File: src/hdl/fcph_pkg.sv
// fan curve controller package: register indexes, field widths and fixed constants
// no dependencies; imported by fan_curve_pwm_hysteresis_top
`default_nettype none

package fcph_pkg;

  // field and register widths
  localparam int TempMilliW = 19;
  localparam int TempCfgW   = 9;
  localparam int DutyW      = 8;
  localparam int CfgIdxW    = 3;
  localparam int CfgDataW   = 9;

  // millidegrees per whole degree
  localparam int MilliPerDeg = 1000;

  // internal datapath widths, sized for the full range of the fields
  localparam int DiffW    = 21;  // sample minus scaled low temperature
  localparam int DenW     = 20;  // scaled temperature span
  localparam int NumW     = 30;  // signed numerator of the curve
  localparam int DivBits  = 30;  // dividend width, one quotient bit per cycle
  localparam int RemW     = 20;  // remainder and divisor width
  localparam int DivCntW  = 5;

  // configuration register indexes
  localparam logic [CfgIdxW-1:0] CfgTempLow    = 3'd0;
  localparam logic [CfgIdxW-1:0] CfgTempHigh   = 3'd1;
  localparam logic [CfgIdxW-1:0] CfgDutyFloor  = 3'd2;
  localparam logic [CfgIdxW-1:0] CfgDutyCeil   = 3'd3;
  localparam logic [CfgIdxW-1:0] CfgDutyStart  = 3'd4;
  localparam logic [CfgIdxW-1:0] CfgDutyStop   = 3'd5;

  // register reset values
  localparam logic signed [TempCfgW-1:0] RstTempLow   = 9'sd40;
  localparam logic signed [TempCfgW-1:0] RstTempHigh  = 9'sd80;
  localparam logic [DutyW-1:0]           RstDutyFloor = 8'd0;
  localparam logic [DutyW-1:0]           RstDutyCeil  = 8'd255;
  localparam logic [DutyW-1:0]           RstDutyStart = 8'd100;
  localparam logic [DutyW-1:0]           RstDutyStop  = 8'd60;

endpackage

`default_nettype wire

File: src/hdl/fan_curve_pwm_hysteresis_top.sv
// Linear fan curve with start/stop hysteresis, one duty result per temperature sample.
// One sample in flight: it passes PREP, MUL, SETUP and the restoring divider, which retires
// one quotient bit per cycle over 30 bits, then FIN (the divider is skipped when the two curve
// temperatures are equal); FIN holds the result until the output register is free.
// The next sample is taken while a finished result still waits on the output register.
// Reset (rst_n low, synchronous): registers to defaults, fan running. Depends on fcph_pkg.
`default_nettype none

module fan_curve_pwm_hysteresis_top
  import fcph_pkg::*;
(
  input  wire logic                        clk,
  input  wire logic                        rst_n,
  // configuration write port
  input  wire logic                        cfg_we,
  input  wire logic [CfgIdxW-1:0]          cfg_index,
  input  wire logic [CfgDataW-1:0]         cfg_wdata,
  // temperature sample channel
  input  wire logic                        in_valid,
  output logic                             in_ready,
  input  wire logic signed [TempMilliW-1:0] in_temp_milli,
  // duty result channel
  output logic                             out_valid,
  input  wire logic                        out_ready,
  output logic [DutyW-1:0]                 out_pwm_duty,
  output logic                             out_fan_stopped
);

  typedef enum logic [2:0] {
    ST_IDLE,
    ST_PREP,
    ST_MUL,
    ST_SETUP,
    ST_DIV,
    ST_FIN
  } state_t;

  state_t state_r;

  // configuration registers
  logic signed [TempCfgW-1:0] temp_low_r;
  logic signed [TempCfgW-1:0] temp_high_r;
  logic [DutyW-1:0]           duty_floor_r;
  logic [DutyW-1:0]           duty_ceil_r;
  logic [DutyW-1:0]           duty_start_r;
  logic [DutyW-1:0]           duty_stop_r;

  // hysteresis state
  logic stopped_r;

  // datapath registers
  logic signed [TempMilliW-1:0] temp_r;
  logic signed [DiffW-1:0]      diff_r;
  logic signed [DenW-1:0]       den_r;
  logic                         den_zero_r;
  logic signed [NumW-1:0]       num_r;
  logic                         neg_r;
  logic [DivBits-1:0]           work_r;
  logic [RemW-1:0]              rem_r;
  logic [RemW-1:0]              div_r;
  logic [DivCntW-1:0]           cnt_r;

  // output register
  logic             out_valid_r;
  logic [DutyW-1:0] out_pwm_duty_r;
  logic             out_fan_stopped_r;

  // prep stage: offset from curve start and scaled temperature span
  logic signed [DiffW-1:0] lo_m;
  logic signed [DiffW-1:0] diff_nxt;
  logic signed [DenW-1:0]  span;
  logic signed [DenW-1:0]  den_nxt;

  assign lo_m     = DiffW'(temp_low_r) * DiffW'(MilliPerDeg);
  assign diff_nxt = DiffW'(temp_r) - lo_m;
  assign span     = DenW'(temp_high_r) - DenW'(temp_low_r);
  assign den_nxt  = span * DenW'(MilliPerDeg);

  // multiply stage: numerator = diff * (ceil - start) + start * den
  logic signed [DutyW+1:0] duty_delta;
  logic signed [NumW:0]    prod_slope;
  logic signed [NumW:0]    prod_start;
  logic signed [NumW-1:0]  num_nxt;

  assign duty_delta = $signed({2'b00, duty_ceil_r}) - $signed({2'b00, duty_start_r});
  assign prod_slope = (NumW+1)'(diff_r) * (NumW+1)'(duty_delta);
  assign prod_start = (NumW+1)'($signed({1'b0, duty_start_r})) * (NumW+1)'(den_r);
  assign num_nxt    = NumW'(prod_slope + prod_start);

  // setup stage: magnitudes and rounding offset, (2|n| + |d|) / (2|d|)
  logic [NumW-1:0]    abs_num;
  logic [DenW-1:0]    abs_den;
  logic [DivBits-1:0] dividend_nxt;
  logic [RemW-1:0]    divisor_nxt;
  logic               neg_nxt;
  logic [DutyW-1:0]   step_val;

  assign abs_num      = num_r[NumW-1] ? $unsigned(NumW'(-num_r)) : $unsigned(num_r);
  assign abs_den      = den_r[DenW-1] ? $unsigned(DenW'(-den_r)) : $unsigned(den_r);
  assign dividend_nxt = {abs_num[DivBits-2:0], 1'b0} + DivBits'(abs_den);
  assign divisor_nxt  = {abs_den[RemW-2:0], 1'b0};
  assign neg_nxt      = num_r[NumW-1] ^ den_r[DenW-1];
  assign step_val     = (diff_r >= 0) ? duty_ceil_r : duty_floor_r;

  // divider step: shift in one dividend bit, subtract when it fits
  logic [RemW:0]   trial;
  logic [RemW:0]   trial_sub;
  logic            fits;
  logic [RemW-1:0] rem_nxt;

  assign trial     = {rem_r, work_r[DivBits-1]};
  assign trial_sub = trial - {1'b0, div_r};
  assign fits      = (trial >= {1'b0, div_r});
  assign rem_nxt   = fits ? trial_sub[RemW-1:0] : trial[RemW-1:0];

  // clamp of the signed mapped value
  logic             val_neg;
  logic             val_big;
  logic             below_floor;
  logic             above_ceil;
  logic [DutyW-1:0] clamped;

  assign val_neg     = neg_r && (work_r != '0);
  assign val_big     = (work_r[DivBits-1:DutyW] != '0);
  assign below_floor = val_neg || (!val_big && (work_r[DutyW-1:0] < duty_floor_r));
  assign above_ceil  = !val_neg && (val_big || (work_r[DutyW-1:0] > duty_ceil_r));
  assign clamped     = below_floor ? duty_floor_r :
                       above_ceil  ? duty_ceil_r  : work_r[DutyW-1:0];

  // start/stop hysteresis
  logic             stopped_nxt;
  logic [DutyW-1:0] duty_nxt;

  always_comb begin
    stopped_nxt = stopped_r;
    duty_nxt    = clamped;
    if (stopped_r) begin
      if (clamped < duty_start_r) begin
        duty_nxt = '0;
      end else begin
        stopped_nxt = 1'b0;
      end
    end
    if (!stopped_nxt && (duty_nxt <= duty_stop_r)) begin
      duty_nxt    = '0;
      stopped_nxt = 1'b1;
    end
  end

  logic out_free;
  assign out_free = !out_valid_r || out_ready;

  // sequencer, datapath and output register
  always_ff @(posedge clk) begin
    if (!rst_n) begin
      state_r      <= ST_IDLE;
      temp_low_r   <= RstTempLow;
      temp_high_r  <= RstTempHigh;
      duty_floor_r <= RstDutyFloor;
      duty_ceil_r  <= RstDutyCeil;
      duty_start_r <= RstDutyStart;
      duty_stop_r  <= RstDutyStop;
      stopped_r    <= 1'b0;
      out_valid_r  <= 1'b0;
      cnt_r        <= '0;
    end else begin
      // register writes
      if (cfg_we) begin
        case (cfg_index)
          CfgTempLow:   temp_low_r   <= $signed(cfg_wdata[TempCfgW-1:0]);
          CfgTempHigh:  temp_high_r  <= $signed(cfg_wdata[TempCfgW-1:0]);
          CfgDutyFloor: duty_floor_r <= cfg_wdata[DutyW-1:0];
          CfgDutyCeil:  duty_ceil_r  <= cfg_wdata[DutyW-1:0];
          CfgDutyStart: duty_start_r <= cfg_wdata[DutyW-1:0];
          CfgDutyStop:  duty_stop_r  <= cfg_wdata[DutyW-1:0];
          default: ;
        endcase
      end

      // result transaction taken downstream
      if (out_valid_r && out_ready) begin
        out_valid_r <= 1'b0;
      end

      case (state_r)
        ST_IDLE: begin
          if (in_valid) begin
            temp_r  <= in_temp_milli;
            state_r <= ST_PREP;
          end
        end
        ST_PREP: begin
          diff_r     <= diff_nxt;
          den_r      <= den_nxt;
          den_zero_r <= (temp_high_r == temp_low_r);
          state_r    <= ST_MUL;
        end
        ST_MUL: begin
          num_r   <= num_nxt;
          state_r <= ST_SETUP;
        end
        ST_SETUP: begin
          rem_r <= '0;
          cnt_r <= '0;
          if (den_zero_r) begin
            // equal temperatures: step between floor and ceiling
            work_r  <= DivBits'(step_val);
            neg_r   <= 1'b0;
            state_r <= ST_FIN;
          end else begin
            work_r  <= dividend_nxt;
            div_r   <= divisor_nxt;
            neg_r   <= neg_nxt;
            state_r <= ST_DIV;
          end
        end
        ST_DIV: begin
          rem_r  <= rem_nxt;
          work_r <= {work_r[DivBits-2:0], fits};
          cnt_r  <= cnt_r + 1'b1;
          if (cnt_r == DivCntW'(DivBits - 1)) begin
            state_r <= ST_FIN;
          end
        end
        ST_FIN: begin
          if (out_free) begin
            out_valid_r       <= 1'b1;
            out_pwm_duty_r    <= duty_nxt;
            out_fan_stopped_r <= stopped_nxt;
            stopped_r         <= stopped_nxt;
            state_r           <= ST_IDLE;
          end
        end
        default: begin
          state_r <= ST_IDLE;
        end
      endcase
    end
  end

  assign in_ready        = (state_r == ST_IDLE);
  assign out_valid       = out_valid_r;
  assign out_pwm_duty    = out_pwm_duty_r;
  assign out_fan_stopped = out_fan_stopped_r;

`ifndef SYNTHESIS
  // partial remainder always stays below the divisor
  a_rem_below_div: assert property (@(posedge clk) disable iff (!rst_n)
    (state_r == ST_DIV) |-> (rem_r < div_r))
    else $error("divider remainder not below divisor");

  // divider never runs past the dividend width
  a_cnt_bound: assert property (@(posedge clk) disable iff (!rst_n)
    (state_r == ST_DIV) |-> (cnt_r < DivCntW'(DivBits)))
    else $error("divider count out of range");

  // a stopped fan is never driven
  a_stopped_zero: assert property (@(posedge clk) disable iff (!rst_n)
    (out_valid_r && out_fan_stopped_r) |-> (out_pwm_duty_r == '0))
    else $error("nonzero duty reported with fan stopped");

  // reported flag tracks the hysteresis state while the result waits
  a_flag_match: assert property (@(posedge clk) disable iff (!rst_n)
    out_valid_r |-> (out_fan_stopped_r == stopped_r))
    else $error("reported stop flag differs from state");

  // a finished result never overwrites one that is still waiting
  a_no_overwrite: assert property (@(posedge clk) disable iff (!rst_n)
    (state_r == ST_FIN && out_valid_r && !out_ready) |=> (state_r == ST_FIN))
    else $error("result left while output register busy");
`endif

endmodule

`default_nettype wire
File: config.mk
export PLATFORM = sky130hd
export DESIGN_NAME = fan_curve_pwm_hysteresis_top
export DESIGN_NICKNAME = d
export VERILOG_FILES = /design/src/hdl/fcph_pkg.sv /design/src/hdl/fan_curve_pwm_hysteresis_top.sv
export SDC_FILE = /design/constraint.sdc
export NUM_CORES = 2
export LEC_CHECK = 0
export ABC_AREA = 1
export ABC_CLOCK_PERIOD_IN_PS = 10980
export BUFFER_PORTS_ARGS = -buffer_cell sky130_fd_sc_hd__buf_2
export CAP_MARGIN = 20
export CELL_PAD_IN_SITES_DETAIL_PLACEMENT = 0
export CELL_PAD_IN_SITES_GLOBAL_PLACEMENT = 2
export CORE_MARGIN = 5
export CORE_UTILIZATION = 40
export CTS_BUF_LIST = sky130_fd_sc_hd__clkbuf_2 sky130_fd_sc_hd__clkbuf_4 sky130_fd_sc_hd__clkbuf_8
export DETAILED_ROUTE_END_ITERATION = 12
export PLACE_DENSITY_LB_ADDON = 0.25
export SLEW_MARGIN = 20
export SYNTH_ARGS = -nofsm -noshare
export SYNTH_HDL_FRONTEND = slang
export SYNTH_SLANG_ARGS = --single-unit
File: constraint.sdc
create_clock -name clk -period 10.98 [get_ports clk]
set_clock_uncertainty 0.15 [all_clocks]
set_input_delay 2.196 -clock clk [delete_from_list [all_inputs] [get_ports clk]]
set_output_delay 2.196 -clock clk [all_outputs]
set_load 0.01 [all_outputs]
== Word-level counts from Yosys, hierarchy flattened ==
Cells that the tools add are included.
Storage, ports and cells
  input port bits: 36
  bits in registers: 227
  output and inout port bits: 11
  word-level logic and storage cells: 112
Cells by class
  multipliers: 4
  add/subtract/negate cells: 9
  magnitude comparators: 6
  bitwise gates (word level): 2
  reductions and logical operators: 32
  eq/ne operators: 15
  mux-type cells: 23
Operator list (count)
  one-hot mux 30 bit (2 select lines): 1
  2-to-1 mux 20 bit: 2
  2-to-1 mux 8 bit: 5
  one-hot mux 20 bit (2 select lines): 1
  adder 30 x 20 -> 30 bit: 1
  adder 30 x 29 -> 30 bit: 1
  multiplier 21 x 9 -> 30 bit: 1
  2-to-1 mux 30 bit: 1
  nonzero test 30 bit: 1
  2-to-1 mux 29 bit: 1
  negation 29 bit: 1
  multiplier 9 x 17 -> 26 bit: 1
  AND reduction 2 bit: 11
  nonzero test 22 bit: 1
  greater-or-equal comparator 21 x 1 -> 1 bit (second input constant): 1
  greater-or-equal comparator 21 x 20 -> 1 bit: 1
  subtractor 19 x 20 -> 21 bit: 1
  negation 20 bit: 1
  subtractor 20 bit: 1
  one-hot mux 3 bit (6 select lines): 1
  multiplier 10 x 8 -> 17 bit (second input constant): 1
  multiplier 9 x 8 -> 17 bit (second input constant): 1
  less-than comparator 8 bit: 2
  equality test 3 x 2 -> 1 bit (second input constant): 4
  other kinds (21): 48

== Depth between registers and ports, before layout ==
  word-level depth: 12
  mapped depth: 40
  depth with buffers taken out: 39

== Worst setup path after synthesis ==
OpenSTA, ideal clock, no wires.
  kind: register -> register
  start: register duty_start_r[1]
  end: register num_r[29] (data pin)
  arrival time: 7.224 ns
  setup time: 0.268 ns
  data required time: 10.562 ns
  path buffers: 2
  stages on the path, launching flop included: 34
  clock period less this slack: 7.643 ns
  slack: 3.337 ns
  path through: dfxtp_1 > clkbuf_1 > clkbuf_1 > nand2_1 > fa_1 > inv_1 > fa_1 > inv_1 > fa_1 > fa_1 > inv_1 > ha_1 > inv_1 > nor3_1 > nand2_1 > nand2_1 > nand2_1 > a31oi_1 > a21oi_1 > o21bai_1 > a31oi_1 > xnor2_1 > ha_1 > inv_1 > fa_1 > fa_1 > inv_1 > ha_1 > nand2_1 > nor4_1 > nand4_1 > nand3_1 > a211oi_1 > xor2_1
Between the ends
  longest elaborated chain between the ends: 3
  elaborated cells on any way between the ends: 4
  those cells by class: 2 x add/sub; 2 x mul
RTL lines
  start: declaration: RTL line fan_curve_pwm_hysteresis_top.sv:45  | logic [DutyW-1:0] duty_start_r;
  start signal: assignment: RTL line fan_curve_pwm_hysteresis_top.sv:161  | duty_start_r <= RstDutyStart;
  start signal: assignment: RTL line fan_curve_pwm_hysteresis_top.sv:174  | CfgDutyStart: duty_start_r <= cfg_wdata[DutyW-1:0];
  subtractor 8 x 8 -> 9 bit: RTL line fan_curve_pwm_hysteresis_top.sv:85  | assign duty_delta = $signed({2'b00, duty_ceil_r}) - $signed({2'b00, duty_start_r});
  multiplier 21 x 9 -> 30 bit: RTL line fan_curve_pwm_hysteresis_top.sv:86  | assign prod_slope = (NumW+1)'(diff_r) * (NumW+1)'(duty_delta);
  adder 30 x 29 -> 30 bit (*): RTL line fan_curve_pwm_hysteresis_top.sv:88  | assign num_nxt = NumW'(prod_slope + prod_start);
  via num_nxt[29]: RTL line fan_curve_pwm_hysteresis_top.sv:83  | logic signed [NumW-1:0] num_nxt;
  end signal: assignment: RTL line fan_curve_pwm_hysteresis_top.sv:199  | num_r <= num_nxt;
  end: declaration: RTL line fan_curve_pwm_hysteresis_top.sv:56  | logic signed [NumW-1:0] num_r;
Mark *: on every way through the listed nets, which the timed path passes. The rest lies on a longest branch.
A chain may end at the register's enable or synchronous reset.

== Worst setup path after layout ==
  start: register duty_start_r[3]
  end: register num_r[27] (data pin)
Same word-level chain as after synthesis.

==> metrics <==
outcome complete, no violations; count of distinct cell types in the synthesized netlist 59; CTS Hold Buffers Added 0; most frequent standard cell in the layout excluding fill and tap cells inv_1; Die X-Extent 277 um; overall routing resource usage between 20% and 30%; count of filler cells inserted in the layout 7093; Mapped Cells between 3000 and 4000; effective utilization at floorplan 40.2%; Pins Over Slew Limit 0; final worst-path setup slack around 2.1 ns; final clock period utilization by the worst path 80.6%; number of antenna violations at the first check in global routing 2; RSZ-0062 raised after global routing false; routed via count about 22000; ratio of routed vias to standard cells 4.94; register bit total from synthesis 224; Detailed Routing Iterations Pass 1 7; Post-layout nets roughly 4200; global routing usage on met3 3.55%; top fanout value on the critical path 18; fraction of layout instances using a drive strength above 1 4.82%; Post-CTS Setup Repair Bufs 0; sort of element at the end of the critical path register; worst skew pair latency 0.65 ns; Final Setup Violations 0; area growth from synthesis to layout 7.84%; DRC violations left 0; post-synthesis cell area around 0.029 sq mm; fraction of synthesis flops using an asynchronous set or reset pin 0%; standard cell with the maximum stage delay on the critical path dfxtp_1; top library cells by usage in the layout, fill and taps aside 823 x inv_1, 561 x nand2_1, 356 x fa_1; setup TNS after final layout 0 ns; area of the die 0.0770 sq mm; met1 Usage GRT around 27%; first-pass GRT wire length 126 mm; clock transition at the register clock pins on the worst setup and hold paths after CTS 0.07 ns; number of maximum-capacitance violations 0; clock buffers created by TritonCTS 44; count of flip-flops with a built-in enable after synthesis 164; number of buffers and inverters on the critical path 5; number of cells upsized or downsized after cts 0; maximum root-to-sink buffer count 3; remaining antenna violation count after routing 0; Mean Syn Cell Area 8.32 sq um; Top Ports 47; standard-cell rows 98; fraction of the core area covered by cells at the end of the flow 43.3%; DP HPWL roughly 65 mm; most used flip-flop cell after synthesis edfxtp_1; headroom to the max-slew limit 27.4%; gr busiest metal met2; Sinks on Clock Net approximately 220; Root Buffer clkbuf_8; final weighted congestion of routability-driven global placement 0.880; Critical Path Source Type register; worst setup timing slack at the placement stage 2.16 ns; initial drt markers 1271; Port Buffers 46; die outline height approximately 280 um; HP Class register to register; routed wire length 79.2 mm; share of synthesized area occupied by flip-flops and latches 21.4%; cell family with most CP delay adder cells; transition at the pin with the smallest max-transition slack approximately 1.1 ns; fmax 113 MHz; via count of the first global-routing pass between 20000 and 25000; largest net degree at the start of global routing 47; Fin. Hold Viols 0; synthesis warning total 0; Crit path largest cell delay 0.87 ns; routing usage on met2 approximately a third; number of nets in the synthesized netlist just over 4000; Setup Crit Path Kind register to register; H-tree depth 2; required time at the endpoint of the critical path 11.20 ns; Floorplan Core Area 0.0712 sq mm; data arrival time at the worst-slack endpoint 9.07 ns; routed wire length per instance between 15 and 20 um; TritonCTS clock tree done; total congestion overflow after global routing 0; final critical delay including setup and external delays 8.85 ns
Yosys cell counts (all sizes together) (14+ instances only):
master	count	area share (%)
a31oi	15	0.33
nor2	311	4.2
inv	826	11
o21ai	166	3.0
a21oi	210	3.7
ha	298	13
nand2	563	7.4
edfxtp	164	17
o211ai	20	0.52
xnor2	62	1.9
xor2	101	3.2
nand3	66	1.2
clkbuf	73	0.96
nor3	29	0.55
dfxtp	60	4.2
fa	356	25
a21o	14	0.37
nand4	21	0.46
cells by family (layout without fill, tap and decap cells):
logic type	after synthesis	in the layout	share of synthesized area, %
other	0	1	0
muxes	2	2	0.0787
and+or+nand+nor	1014	1014	14.4
adders and majority gates	654	654	38.0
buffers and inverters	910	977	12.0
xor gates and xnor gates	163	163	5.06
DFF	224	224	21.4
AOI/OAI and AO/OA	472	472	9.17
worst reg2reg max path: cells and delay by family, from the launching register on:
kind,cells,cell delay (ns)
simple gates,10,1.84
fa+ha+maj,9,4.11
buf+inv,5,0.30
xor+xnor,2,0.31
compound gates,5,1.01
flops,1,0.87
worst paths after layout:
kind	startpoint	to	slack [ns]	cells past startpoint
min reg2reg	temp_r[2]$_DFFE_PP_	diff_r[2]$_DFFE_PP_	0.27	0
min	temp_r[2]$_DFFE_PP_	diff_r[2]$_DFFE_PP_	0.27	0
max	duty_start_r[3]$_SDFFE_PN0P_	num_r[27]$_DFFE_PP_	2.13	31
max reg2reg	duty_start_r[3]$_SDFFE_PN0P_	num_r[27]$_DFFE_PP_	2.13	31
cell type report:
type | instances | area [sq um] | share of cell area, %
antenna | 1 | 2.50 | 0.00811
clock buffer | 60 | 744 | 2.41
clock inverter | 21 | 213 | 0.690
inverter | 833 | 3130 | 10.1
multi-input combinational | 2305 | 19100 | 61.9
sequential | 224 | 6130 | 19.9
tap | 950 | 1190 | 3.85
timing repair buffer | 63 | 358 | 1.16
through the flow:
step / hold slack (ns) / instances / instance area [sq um]
final: 0.267 / 4457 / 30800
after global routing: 0.273 / 4457 / 30800
after CTS: 0.269 / 4456 / 30800
after detailed placement: 0.255 / 4375 / 29900
after global placement: 0.252 / 4375 / 29900
after floorplan: 0.250 / 3439 / 28600
registers in the layout, indices dropped and copies added, names as in the netlist:
signal and count:
cnt_r 5, den_r 17, den_zero_r 1, diff_r 21, div_r 16, duty_ceil_r 8, duty_floor_r 8, duty_start_r 8
duty_stop_r 8, neg_r 1, num_r 30, out_fan_stopped 1, out_pwm_duty 8, out_valid 1, rem_r 20, state_r 3
stopped_r 1, temp_high_r 9, temp_low_r 9, temp_r 19, work_r 30
routing by layer:
metal	up-vias	share of wire, %
met3	112	5.3
li1	10700	-
met4	0	2.6
met1	10700	44
met5	-	0
met2	450	48
Power is left out: the tool's default activity adds up to more than one toggle a clock period on the data nets, which glitch-free logic cannot reach.
